[src/hw/rtl/edu_pkg.sv]
`timescale 1ns / 1ps

package edu_pkg;

    localparam int ELEM_W     = 16;
    localparam int MAG_W      = 16;
    localparam int SQ_W       = 2 * MAG_W;
    localparam int SUM_W      = 42;
    localparam int FRAC_W     = 16;
    localparam int DIST_W     = 37;
    localparam int ROOT_STEPS = (SUM_W + 2 * FRAC_W + 1) / 2 + 1;
    localparam int ROOT_W     = ROOT_STEPS;
    localparam int REM_W      = ROOT_W + 2;
    // integer radicand pairs, leading zero pair included; fractional zeros follow
    localparam int RAD_W      = 2 * ROOT_STEPS - 2 * FRAC_W;
    localparam int CNT_W      = $clog2(ROOT_STEPS + 1);

    typedef enum logic [1:0] {
        ST_ACCUM = 2'b01,
        ST_ROOT  = 2'b10
    } edu_state_t;

    typedef struct packed {
        logic acc_en;
        logic root_start;
        logic root_step;
        logic out_load;
    } edu_cmd_t;

    typedef struct packed {
        logic root_done;
    } edu_sts_t;

endpackage

[src/hw/rtl/edu_in_if.sv]
`timescale 1ns / 1ps

interface edu_in_if
    import edu_pkg::*;
();
    logic                     valid;
    logic                     ready;
    logic signed [ELEM_W-1:0] elem_a;
    logic signed [ELEM_W-1:0] elem_b;
    logic                     last;

    modport source (output valid, output elem_a, output elem_b, output last, input ready);
    modport sink   (input valid, input elem_a, input elem_b, input last, output ready);
endinterface

[src/hw/rtl/edu_out_if.sv]
`timescale 1ns / 1ps

interface edu_out_if
    import edu_pkg::*;
();
    logic              valid;
    logic              ready;
    logic [DIST_W-1:0] distance;
    logic              saturated;

    modport source (output valid, output distance, output saturated, input ready);
    modport sink   (input valid, input distance, input saturated, output ready);
endinterface

[src/hw/rtl/edu_ctrl.sv]
`timescale 1ns / 1ps

module edu_ctrl
    import edu_pkg::*;
(
    input  logic     clk,
    input  logic     rst_n,
    input  logic     in_valid,
    input  logic     in_last,
    output logic     in_ready,
    input  logic     out_ready,
    output logic     out_valid,
    input  edu_sts_t sts,
    output edu_cmd_t cmd
);

    edu_state_t state_reg, state_next;
    logic       out_valid_reg, out_valid_next;
    logic       accept;

    always_comb
    begin
        cmd        = '0;
        state_next = state_reg;
        in_ready   = 1'b0;
        case (state_reg)
            ST_ACCUM:
            begin
                in_ready = 1'b1;
            end
            ST_ROOT:
            begin
                // keep taking pairs of the next vector, but hold its last beat
                in_ready = ~in_last;
            end
            default:
            begin
                in_ready = 1'b0;
            end
        endcase

        accept         = in_valid & in_ready;
        cmd.acc_en     = accept;
        cmd.root_start = accept & in_last;

        case (state_reg)
            ST_ACCUM:
            begin
                if (cmd.root_start)
                begin
                    state_next = ST_ROOT;
                end
            end
            ST_ROOT:
            begin
                cmd.root_step = ~sts.root_done;
                if (sts.root_done && (!out_valid_reg || out_ready))
                begin
                    cmd.out_load = 1'b1;
                    state_next   = ST_ACCUM;
                end
            end
            default:
            begin
                state_next = ST_ACCUM;
            end
        endcase

        if (cmd.out_load)
        begin
            out_valid_next = 1'b1;
        end
        else if (out_ready)
        begin
            out_valid_next = 1'b0;
        end
        else
        begin
            out_valid_next = out_valid_reg;
        end
    end

    always_ff @(posedge clk or negedge rst_n)
    begin
        if (!rst_n)
        begin
            state_reg     <= ST_ACCUM;
            out_valid_reg <= 1'b0;
        end
        else
        begin
            state_reg     <= state_next;
            out_valid_reg <= out_valid_next;
        end
    end

    assign out_valid = out_valid_reg;

endmodule

[src/hw/rtl/edu_dp.sv]
`timescale 1ns / 1ps

module edu_dp
    import edu_pkg::*;
(
    input  logic                     clk,
    input  logic                     rst_n,
    input  edu_cmd_t                 cmd,
    output edu_sts_t                 sts,
    input  logic signed [ELEM_W-1:0] elem_a,
    input  logic signed [ELEM_W-1:0] elem_b,
    output logic [DIST_W-1:0]        distance,
    output logic                     saturated
);

    logic [SUM_W-1:0]  acc_reg, acc_next;
    logic              ovf_reg, ovf_next;
    logic [RAD_W-1:0]  rad_reg;
    logic [REM_W-1:0]  rem_reg;
    logic [ROOT_W-1:0] root_reg;
    logic              root_sat_reg;
    logic [CNT_W-1:0]  cnt_reg;
    logic [DIST_W-1:0] dist_reg;
    logic              sat_reg;

    logic [ELEM_W:0]   diff;
    logic [ELEM_W:0]   diff_abs;
    logic [MAG_W-1:0]  mag;
    logic [SQ_W-1:0]   sq;
    logic [SUM_W:0]    sum_wide;
    logic [REM_W-1:0]  rem_shift;
    logic [REM_W-1:0]  trial;
    logic              take;

    always_comb
    begin
        diff     = {elem_a[ELEM_W-1], elem_a} - {elem_b[ELEM_W-1], elem_b};
        diff_abs = diff[ELEM_W] ? (~diff + 1'b1) : diff;
        mag      = diff_abs[MAG_W-1:0];
        sq       = mag * mag;
        sum_wide = {1'b0, acc_reg} + {{(SUM_W + 1 - SQ_W){1'b0}}, sq};
        // clamp at full scale on carry out
        acc_next = sum_wide[SUM_W] ? {SUM_W{1'b1}} : sum_wide[SUM_W-1:0];
        ovf_next = ovf_reg | sum_wide[SUM_W];

        // one restoring step: bring down the next radicand pair, try 4*root+1
        rem_shift = {rem_reg[REM_W-3:0], rad_reg[RAD_W-1 -: 2]};
        trial     = {root_reg, 2'b01};
        take      = (rem_shift >= trial);
    end

    always_ff @(posedge clk or negedge rst_n)
    begin
        if (!rst_n)
        begin
            acc_reg <= '0;
            ovf_reg <= 1'b0;
            cnt_reg <= '0;
        end
        else
        begin
            if (cmd.root_start)
            begin
                acc_reg <= '0;
                ovf_reg <= 1'b0;
                cnt_reg <= CNT_W'(ROOT_STEPS);
            end
            else
            begin
                if (cmd.acc_en)
                begin
                    acc_reg <= acc_next;
                    ovf_reg <= ovf_next;
                end
                if (cmd.root_step)
                begin
                    cnt_reg <= cnt_reg - 1'b1;
                end
            end
        end
    end

    always_ff @(posedge clk)
    begin
        if (cmd.root_start)
        begin
            rad_reg      <= {{(RAD_W - SUM_W){1'b0}}, acc_next};
            rem_reg      <= '0;
            root_reg     <= '0;
            root_sat_reg <= ovf_next;
        end
        else if (cmd.root_step)
        begin
            rad_reg  <= {rad_reg[RAD_W-3:0], 2'b00};
            rem_reg  <= take ? (rem_shift - trial) : rem_shift;
            root_reg <= {root_reg[ROOT_W-2:0], take};
        end

        if (cmd.out_load)
        begin
            dist_reg <= root_reg[DIST_W-1:0];
            sat_reg  <= root_sat_reg;
        end
    end

    assign sts.root_done = (cnt_reg == '0);
    assign distance      = dist_reg;
    assign saturated     = sat_reg;

endmodule

[src/hw/rtl/euclidean_distance_unit_core.sv]
`timescale 1ns / 1ps
// Euclidean distance unit. Element pairs of two signed 16-bit vectors arrive one
// beat per cycle; each beat adds the squared difference into a 42-bit accumulator
// that clamps at full scale and flags saturation. The beat marked last ends the
// vector: the sum goes to a restoring square-root unit that settles one root bit
// per cycle, and the result (U21.16, truncated) is loaded into the output
// register once the previous result there has been taken. Pairs of the next
// vector keep flowing at one per cycle while the root is computed; only its last
// beat waits until the previous root has been written to the output register, so
// a stream of long vectors runs at one pair per cycle while results are taken.

module euclidean_distance_unit_core
    import edu_pkg::*;
(
    input  logic      clk,
    input  logic      rst_n,
    edu_in_if.sink    pairs,
    edu_out_if.source result
);

    edu_cmd_t cmd;
    edu_sts_t sts;

    edu_ctrl u_ctrl (
        .clk       (clk),
        .rst_n     (rst_n),
        .in_valid  (pairs.valid),
        .in_last   (pairs.last),
        .in_ready  (pairs.ready),
        .out_ready (result.ready),
        .out_valid (result.valid),
        .sts       (sts),
        .cmd       (cmd)
    );

    edu_dp u_dp (
        .clk       (clk),
        .rst_n     (rst_n),
        .cmd       (cmd),
        .sts       (sts),
        .elem_a    (pairs.elem_a),
        .elem_b    (pairs.elem_b),
        .distance  (result.distance),
        .saturated (result.saturated)
    );

endmodule
[src/flat_wrapper.sv]
// flat-port wrapper written by rule: the top's interface ports become plain ports
module euclidean_distance_unit_core_flat import edu_pkg::*;
  (clk, rst_n, pairs_valid, pairs_elem_a, pairs_elem_b, pairs_last, pairs_ready, result_valid, result_distance, result_saturated, result_ready);
  edu_in_if pairs_i ();
  edu_out_if result_i ();
  input  logic clk;
  input  logic rst_n;
  input wire logic [$bits(pairs_i.valid)-1:0] pairs_valid;
  input wire logic [$bits(pairs_i.elem_a)-1:0] pairs_elem_a;
  input wire logic [$bits(pairs_i.elem_b)-1:0] pairs_elem_b;
  input wire logic [$bits(pairs_i.last)-1:0] pairs_last;
  output wire logic [$bits(pairs_i.ready)-1:0] pairs_ready;
  output wire logic [$bits(result_i.valid)-1:0] result_valid;
  output wire logic [$bits(result_i.distance)-1:0] result_distance;
  output wire logic [$bits(result_i.saturated)-1:0] result_saturated;
  input wire logic [$bits(result_i.ready)-1:0] result_ready;
  assign pairs_i.valid = pairs_valid;
  assign pairs_i.elem_a = pairs_elem_a;
  assign pairs_i.elem_b = pairs_elem_b;
  assign pairs_i.last = pairs_last;
  assign pairs_ready = pairs_i.ready;
  assign result_valid = result_i.valid;
  assign result_distance = result_i.distance;
  assign result_saturated = result_i.saturated;
  assign result_i.ready = result_ready;
  euclidean_distance_unit_core u_core (.clk(clk), .rst_n(rst_n), .pairs(pairs_i), .result(result_i));
endmodule
[config.mk]
export PLATFORM = sky130hd
export DESIGN_NAME = euclidean_distance_unit_core_flat
export DESIGN_NICKNAME = d
export VERILOG_FILES = /design/src/hw/rtl/edu_pkg.sv /design/src/hw/rtl/edu_in_if.sv /design/src/hw/rtl/edu_out_if.sv /design/src/hw/rtl/edu_ctrl.sv /design/src/hw/rtl/edu_dp.sv /design/src/hw/rtl/euclidean_distance_unit_core.sv /design/src/flat_wrapper.sv
export SDC_FILE = /design/constraint.sdc
export NUM_CORES = 1
export LEC_CHECK = 0
export ABC_AREA = 1
export BUFFER_PORTS_ARGS = -buffer_cell sky130_fd_sc_hd__buf_2
export CAP_MARGIN = 20
export CORE_ASPECT_RATIO = 1.5
export CORE_MARGIN = 8
export CORE_UTILIZATION = 51
export CTS_BUF_LIST = sky130_fd_sc_hd__clkbuf_4 sky130_fd_sc_hd__clkbuf_8
export CTS_CLUSTER_SIZE = 10
export DETAILED_ROUTE_END_ITERATION = 10
export PLACE_DENSITY = 0.7
export RECOVER_POWER = 50
export SYNTH_ARGS = -nofsm -noshare
export SYNTH_HDL_FRONTEND = slang
export SYNTH_SLANG_ARGS = --single-unit
[constraint.sdc]
create_clock -name clk -period 4.65 [get_ports clk]
set_clock_uncertainty 0.1 [all_clocks]
set_input_delay 0.93 -clock clk [delete_from_list [all_inputs] [get_ports clk]]
set_output_delay 0.93 -clock clk [all_outputs]
set_load 0.05 [all_outputs]
==> results of run 1 <==
-- cell type report --
class / count / area (µm²) / share of cell area
Inverter: 585 / 2250 / 0.0807
Timing Repair Buffer: 462 / 3610 / 0.129
Tap cell: 558 / 698 / 0.0250
Clock buffer: 59 / 743 / 0.0266
Clock inverter: 8 / 62.6 / 0.00224
Multi-Input combinational cell: 1951 / 15200 / 0.546
Sequential cell: 211 / 5300 / 0.190
-- cells in the mapped netlist (27+ instances only) --
master	number	share of area
nand2_1	735	0.13
inv_1	564	0.10
nor2_1	203	0.036
fa_1	194	0.18
ha_1	166	0.098
a21oi_1	133	0.031
o21ai_0	120	0.028
nand3_1	110	0.026
edfxtp_1	81	0.11
dfxtp_1	78	0.074
dfrtp_1	51	0.060
o22ai_1	41	0.012
xor2_1	27	0.011
-- repair_timing --
| item | CTS | global route |
|---|---|---|
| gates resized for setup | 174 | 222 |
| setup buffers | 31 | 23 |
| setup endpoints to repair | 86 | 86 |
| cloned | 1 | 4 |
| pin swaps | 91 | 83 |
-- stage by stage --
stage	cells	setup slack (ns)	cell area, µm²	hold slack (ns)	util
finish	3834	-3.25	27900	0.330	0.679
global route	3834	-3.50	27900	0.339	0.679
CTS	3805	-3.04	26900	0.326	0.655
detailed placement	3706	-4.14	25100	0.316	0.611
global placement	3706	-4.03	25100	0.312	0.611
floorplan	2801	-3.13	21800	0.300	-
-- how the worst max path moves through the flow --
stage,endpoint,depth (start not counted)
final,u_core.u_dp.rad_reg[36],40
after global routing,u_core.u_dp.rad_reg[36],40
after CTS,u_core.u_dp.rad_reg[15],39
after detailed placement,u_core.u_dp.acc_reg[22],41
after global placement,u_core.u_dp.acc_reg[22],40
after floorplan,u_core.u_dp.rad_reg[33],37
-- worst max-delay path: cells and delay by family --
family / cells / cell delay (ns)
AOI/OAI and AO/OA: 5 / 0.72
and+or+nand+nor: 17 / 1.67
buffers and inverters: 8 / 0.45
adders and majority gates: 10 / 4.31
-- cell families (layout without fill, tap and decap cells) --
kind of cell    count (synthesis)  after routing  synth area share
simple gates                 1167           1168             0.230
buf+inv                       640           1114             0.117
compound gates                374            374             0.100
fa+ha+maj                     360            360             0.281
flops                         211            211             0.250
xor+xnor                       49             49            0.0223
-- per-layer routing --
layer,GRT usage,share of wire,up-vias
met5,0,0,-
met4,0.184,0.078,0
met3,0.0364,0.040,260
met2,0.502,0.54,531
met1,0.249,0.34,9534
li1,-,-,9644
==> flow_metrics.py, run 1 <==
metrics = {
    "global_routing": {
        "grt_max_degree": 57,
        "antenna_found_initial": 0,
        "grt_pass1_wl_um": 102000,
        "grt_pass1_vias": 21400,
        "gr-total-overflow": 0,
        "track_usage": 0.261,
    },
    "final_layout": {
        "final_cell_mix": "nand2_1, inv_1, buf_4",
        "final_common_cell": "nand2_1",
        "fillers": 3287,
        "diodes": 0,
        "drive_above_1_share": 0.283,
        "area_growth_pct": 31.5,
        "finalNetCount": 3645,
        "largest_reg_flops": 44,
    },
    "critical_path": {
        "reg2reg_setup_slack_ns": -0.15,
        "cpMostUsedCell": "nand2_1",
        "cp-end-kind": "register",
        "arrival_ns": 8.10,
        "slowest_delay_ns": 0.64,
        "r2r_cells": 19,
        "worstSetupStartpoint": "pairs_elem_a[0]",
        "critPathMaxFanout": 6,
        "timing.rr.start": "u_core.u_dp.acc_reg[8]",
        "cp.required_ns": 4.85,
        "worstReg2RegEnd": "u_core.u_dp.rad_reg[38]",
        "critPathLaunchType": "input pin",
        "setup.worst_path.class": "input pin to register",
        "crit_path_top_delay_cell": "fa_2",
    },
    "detailed_routing": {
        "initialDrtViolationCount": 901,
        "first_pass_iters": 8,
        "via_per_inst": 5.21,
        "wl_um": 64500,
        "wl_per_cell_um": 16.8,
        "drcViolationCount": 0,
        "ant_nets": 0,
        "num_vias": 20000,
    },
    "clocking": {
        "clock_latency_ns": 0.55,
        "path_clk_slew_ns": 0.06,
        "numCtsBuffers": 37,
        "h-tree-depth": 2,
        "cts.sinks": 211,
        "cts_max_path_buffers": 3,
        "cts-root-buf": "clkbuf_8",
        "cts_tree": "built",
        "postCtsHoldBufs": 0,
    },
    "floorplan": {
        "fp.dieH_um": 266,
        "start_util": 0.516,
        "die-area_um2": 48500,
        "ios": 77,
        "core_um2": 41100,
        "rows": 91,
        "die_w_um": 183,
    },
    "yosys": {
        "synth-edff-count": 81,
        "synth_area_um2": 21200,
        "synthArstFlopShare": 0.246,
        "synth_warnings": 0,
        "yosysUniqueCellTypes": 56,
        "syn_inst": 2801,
        "syn_avg_cell_area_um2": 7.58,
        "ys.flop_type": "edfxtp_1",
        "synth-seq-cells": 211,
        "syn_nets": 3198,
        "seq_area_frac_synth": 0.250,
    },
    "timing": {
        "setup_viol": 86,
        "final.min_clock_period_ns": 7.90,
        "setup-tns-final_ns": -271.38,
        "max-slew-margin-rel": -0.233,
        "slew_viol_final": 89,
        "max_freq_mhz": 127,
        "rsz0062_at_grt": "true",
        "hold_violations": 0,
        "tightest_slew_ns": 1.85,
        "finalCritPeriodShare": 1.70,
        "setup_ws_ns": -3.25,
    },
    "run_status": {
        "violations": "max-capacitance violations, max-slew violations, negative setup slack",
        "status": "finished, violations left",
    },
    "hold_path": {
        "holdPathEnd": "u_core.u_dp.distance[6]",
        "hold_class": "register to register",
        "hp-start": "u_core.u_dp.root_reg[6]",
        "min_delay_path_depth": 0,
    },
    "flow_run": {
        "maxCapViolCount": 3,
    },
    "placed_design": {
        "gp_congestion": 0.971,
        "portBuffers": 76,
        "place_hpwl_um": 49800,
    },
}
Power of run 1 is left out: the tool's default activity adds up to more than one toggle a clock period on the data nets, which glitch-free logic cannot reach.
==> inputs of run 2 (changes only) <==
- PLACE_DENSITY: 0.7 -> 0.68
- clock period: 4.65 -> 7.3 ns (I/O delays scaled with it)
==> flow_metrics.py, run 2 (synthesis results as in run 1) <==
metrics = {
    "run_status": {
        "status": "finished, violations left",
        "violations": "max-capacitance violations, max-slew violations, negative setup slack",
    },
    "floorplan": {
        "die-area_um2": 48500,
        "start_util": 0.516,
        "fp.dieH_um": 266,
        "die_w_um": 183,
        "rows": 91,
        "ios": 77,
        "core_um2": 41100,
    },
    "detailed_routing": {
        "initialDrtViolationCount": 944,
        "via_per_inst": 5.22,
        "wl_per_cell_um": 17.1,
        "wl_um": 65600,
        "drcViolationCount": 0,
        "ant_nets": 0,
        "num_vias": 20000,
        "first_pass_iters": 6,
    },
    "global_routing": {
        "grt_max_degree": 57,
        "track_usage": 0.272,
        "gr-total-overflow": 0,
        "grt_pass1_vias": 21800,
        "antenna_found_initial": 0,
        "grt_pass1_wl_um": 106000,
    },
    "timing": {
        "hold_violations": 0,
        "slew_viol_final": 87,
        "rsz0062_at_grt": "true",
        "max-slew-margin-rel": -1.26,
        "setup_ws_ns": -1.06,
        "hold_slack_ns": 0.325,
        "setup_viol": 86,
        "final.min_clock_period_ns": 8.36,
        "max_freq_mhz": 120,
        "finalCritPeriodShare": 1.15,
        "tightest_slew_ns": 3.39,
    },
    "clocking": {
        "cts-root-buf": "clkbuf_8",
        "path_clk_slew_ns": 0.06,
        "cts.sinks": 211,
        "cts_tree": "built",
        "numCtsBuffers": 39,
        "h-tree-depth": 2,
        "clock_latency_ns": 0.55,
        "cts_max_path_buffers": 3,
    },
    "critical_path": {
        "setup.worst_path.class": "input pin to register",
        "reg2reg_setup_slack_ns": 2.65,
        "cp-end-kind": "register",
        "critPathLaunchType": "input pin",
        "critPathMaxFanout": 7,
        "cpMostUsedCell": "fa_1",
        "r2r_cells": 21,
        "timing.rr.start": "u_core.u_dp.acc_reg[8]",
        "slowest_delay_ns": 0.59,
        "worstSetupStartpoint": "pairs_elem_a[0]",
        "worstReg2RegEnd": "u_core.u_dp.rad_reg[19]",
        "endpoint": "u_core.u_dp.rad_reg[33]",
        "cp.required_ns": 7.50,
        "crit_path_top_delay_cell": "fa_2",
        "arrival_ns": 8.56,
    },
    "final_layout": {
        "area_growth_pct": 32.9,
        "final_area_um2": 28200,
        "diodes": 0,
        "largest_reg_flops": 44,
        "final_common_cell": "nand2_1",
        "final_cell_mix": "nand2_1, inv_1, buf_4",
        "finalNetCount": 3647,
        "drive_above_1_share": 0.292,
        "fillers": 3390,
        "regArea_um2": 5300,
        "multi_input_area_um2": 15500,
    },
    "placed_design": {
        "post_dp_cell_area_um2": 25100,
        "portBuffers": 76,
        "place_hpwl_um": 50700,
        "gp_congestion": 0.958,
    },
    "hold_path": {
        "hold_class": "register to register",
    },
    "flow_run": {
        "maxCapViolCount": 2,
    },
}
-- run 2: cell types whose count changed in the layout (fill, tap and decap cells not counted), sizes merged --
cell	delta
clkinvlp	+1
bufinv	+1
buf	+2
clkbuf	-1
inv	+1
-- run 2: metal layers --
metal / GRT usage / wire (µm) / up-vias
met5: 0 / 0 / -
met4: 0.173 / 4610 / 0
li1: - / - / 9654
met2: 0.527 / 35600 / 503
met3: 0.0325 / 2350 / 251
met1: 0.267 / 23000 / 9636
-- run 2: worst min path at each step --
stage	depth (start not counted)	to	start	slack, ns
2_1_floorplan	0	u_core.u_dp.saturated	u_core.u_dp.root_sat_reg	0.30
4_1_cts	0	u_core.u_dp.saturated	u_core.u_dp.root_sat_reg	0.32
6_report	0	u_core.u_dp.saturated	u_core.u_dp.root_sat_reg	0.32
5_1_grt	0	u_core.u_dp.distance[11]	u_core.u_dp.root_reg[11]	0.34
3_5_place_dp	0	u_core.u_dp.distance[26]	u_core.u_dp.root_reg[26]	0.31
3_3_place_gp	0	u_core.u_dp.distance[12]	u_core.u_dp.root_reg[12]	0.31
-- run 2: repair_timing --
action,4_1_cts,5_1_grt
buffers inserted,47,17
gates resized for setup,274,166
pin swaps,140,82
cloned,5,1
endpoints found under the setup margin,86,86
hold buffers,0,0
-- run 2: final cells by class --
class / count / area share
Multi-Input combinational cell: 1951 / 0.548
Sequential cell: 211 / 0.188
Timing Repair Buffer: 461 / 0.129
Inverter: 585 / 0.0803
Clock buffer: 61 / 0.0258
Tap cell: 558 / 0.0247
Clock inverter: 10 / 0.00399
Timing Repair inverter: 1 / 0.000222
-- run 2: worst max-delay path: cells and delay by family --
family                   cells  cell delay (ns)
adder cells (fa/ha/maj)     10             4.16
AO/OA/AOI/OAI                6             1.05
buffers and inverters       10             0.74
AND/OR/NAND/NOR             13             1.13
-- run 2: per-stage QoR --
step / utilization / std cells / TNS, ns / worst slack, ns
2_1_floorplan: - / 2801 / -79.17 / -1.01
4_1_cts: 0.667 / 3818 / -71.69 / -0.892
3_3_place_gp: 0.611 / 3696 / -149.25 / -1.95
3_5_place_dp: 0.611 / 3696 / -153.52 / -2.00
6_report: 0.687 / 3838 / -80.20 / -1.06
5_1_grt: 0.687 / 3838 / -101.91 / -1.29
Power of run 2 is left out for the same reason.
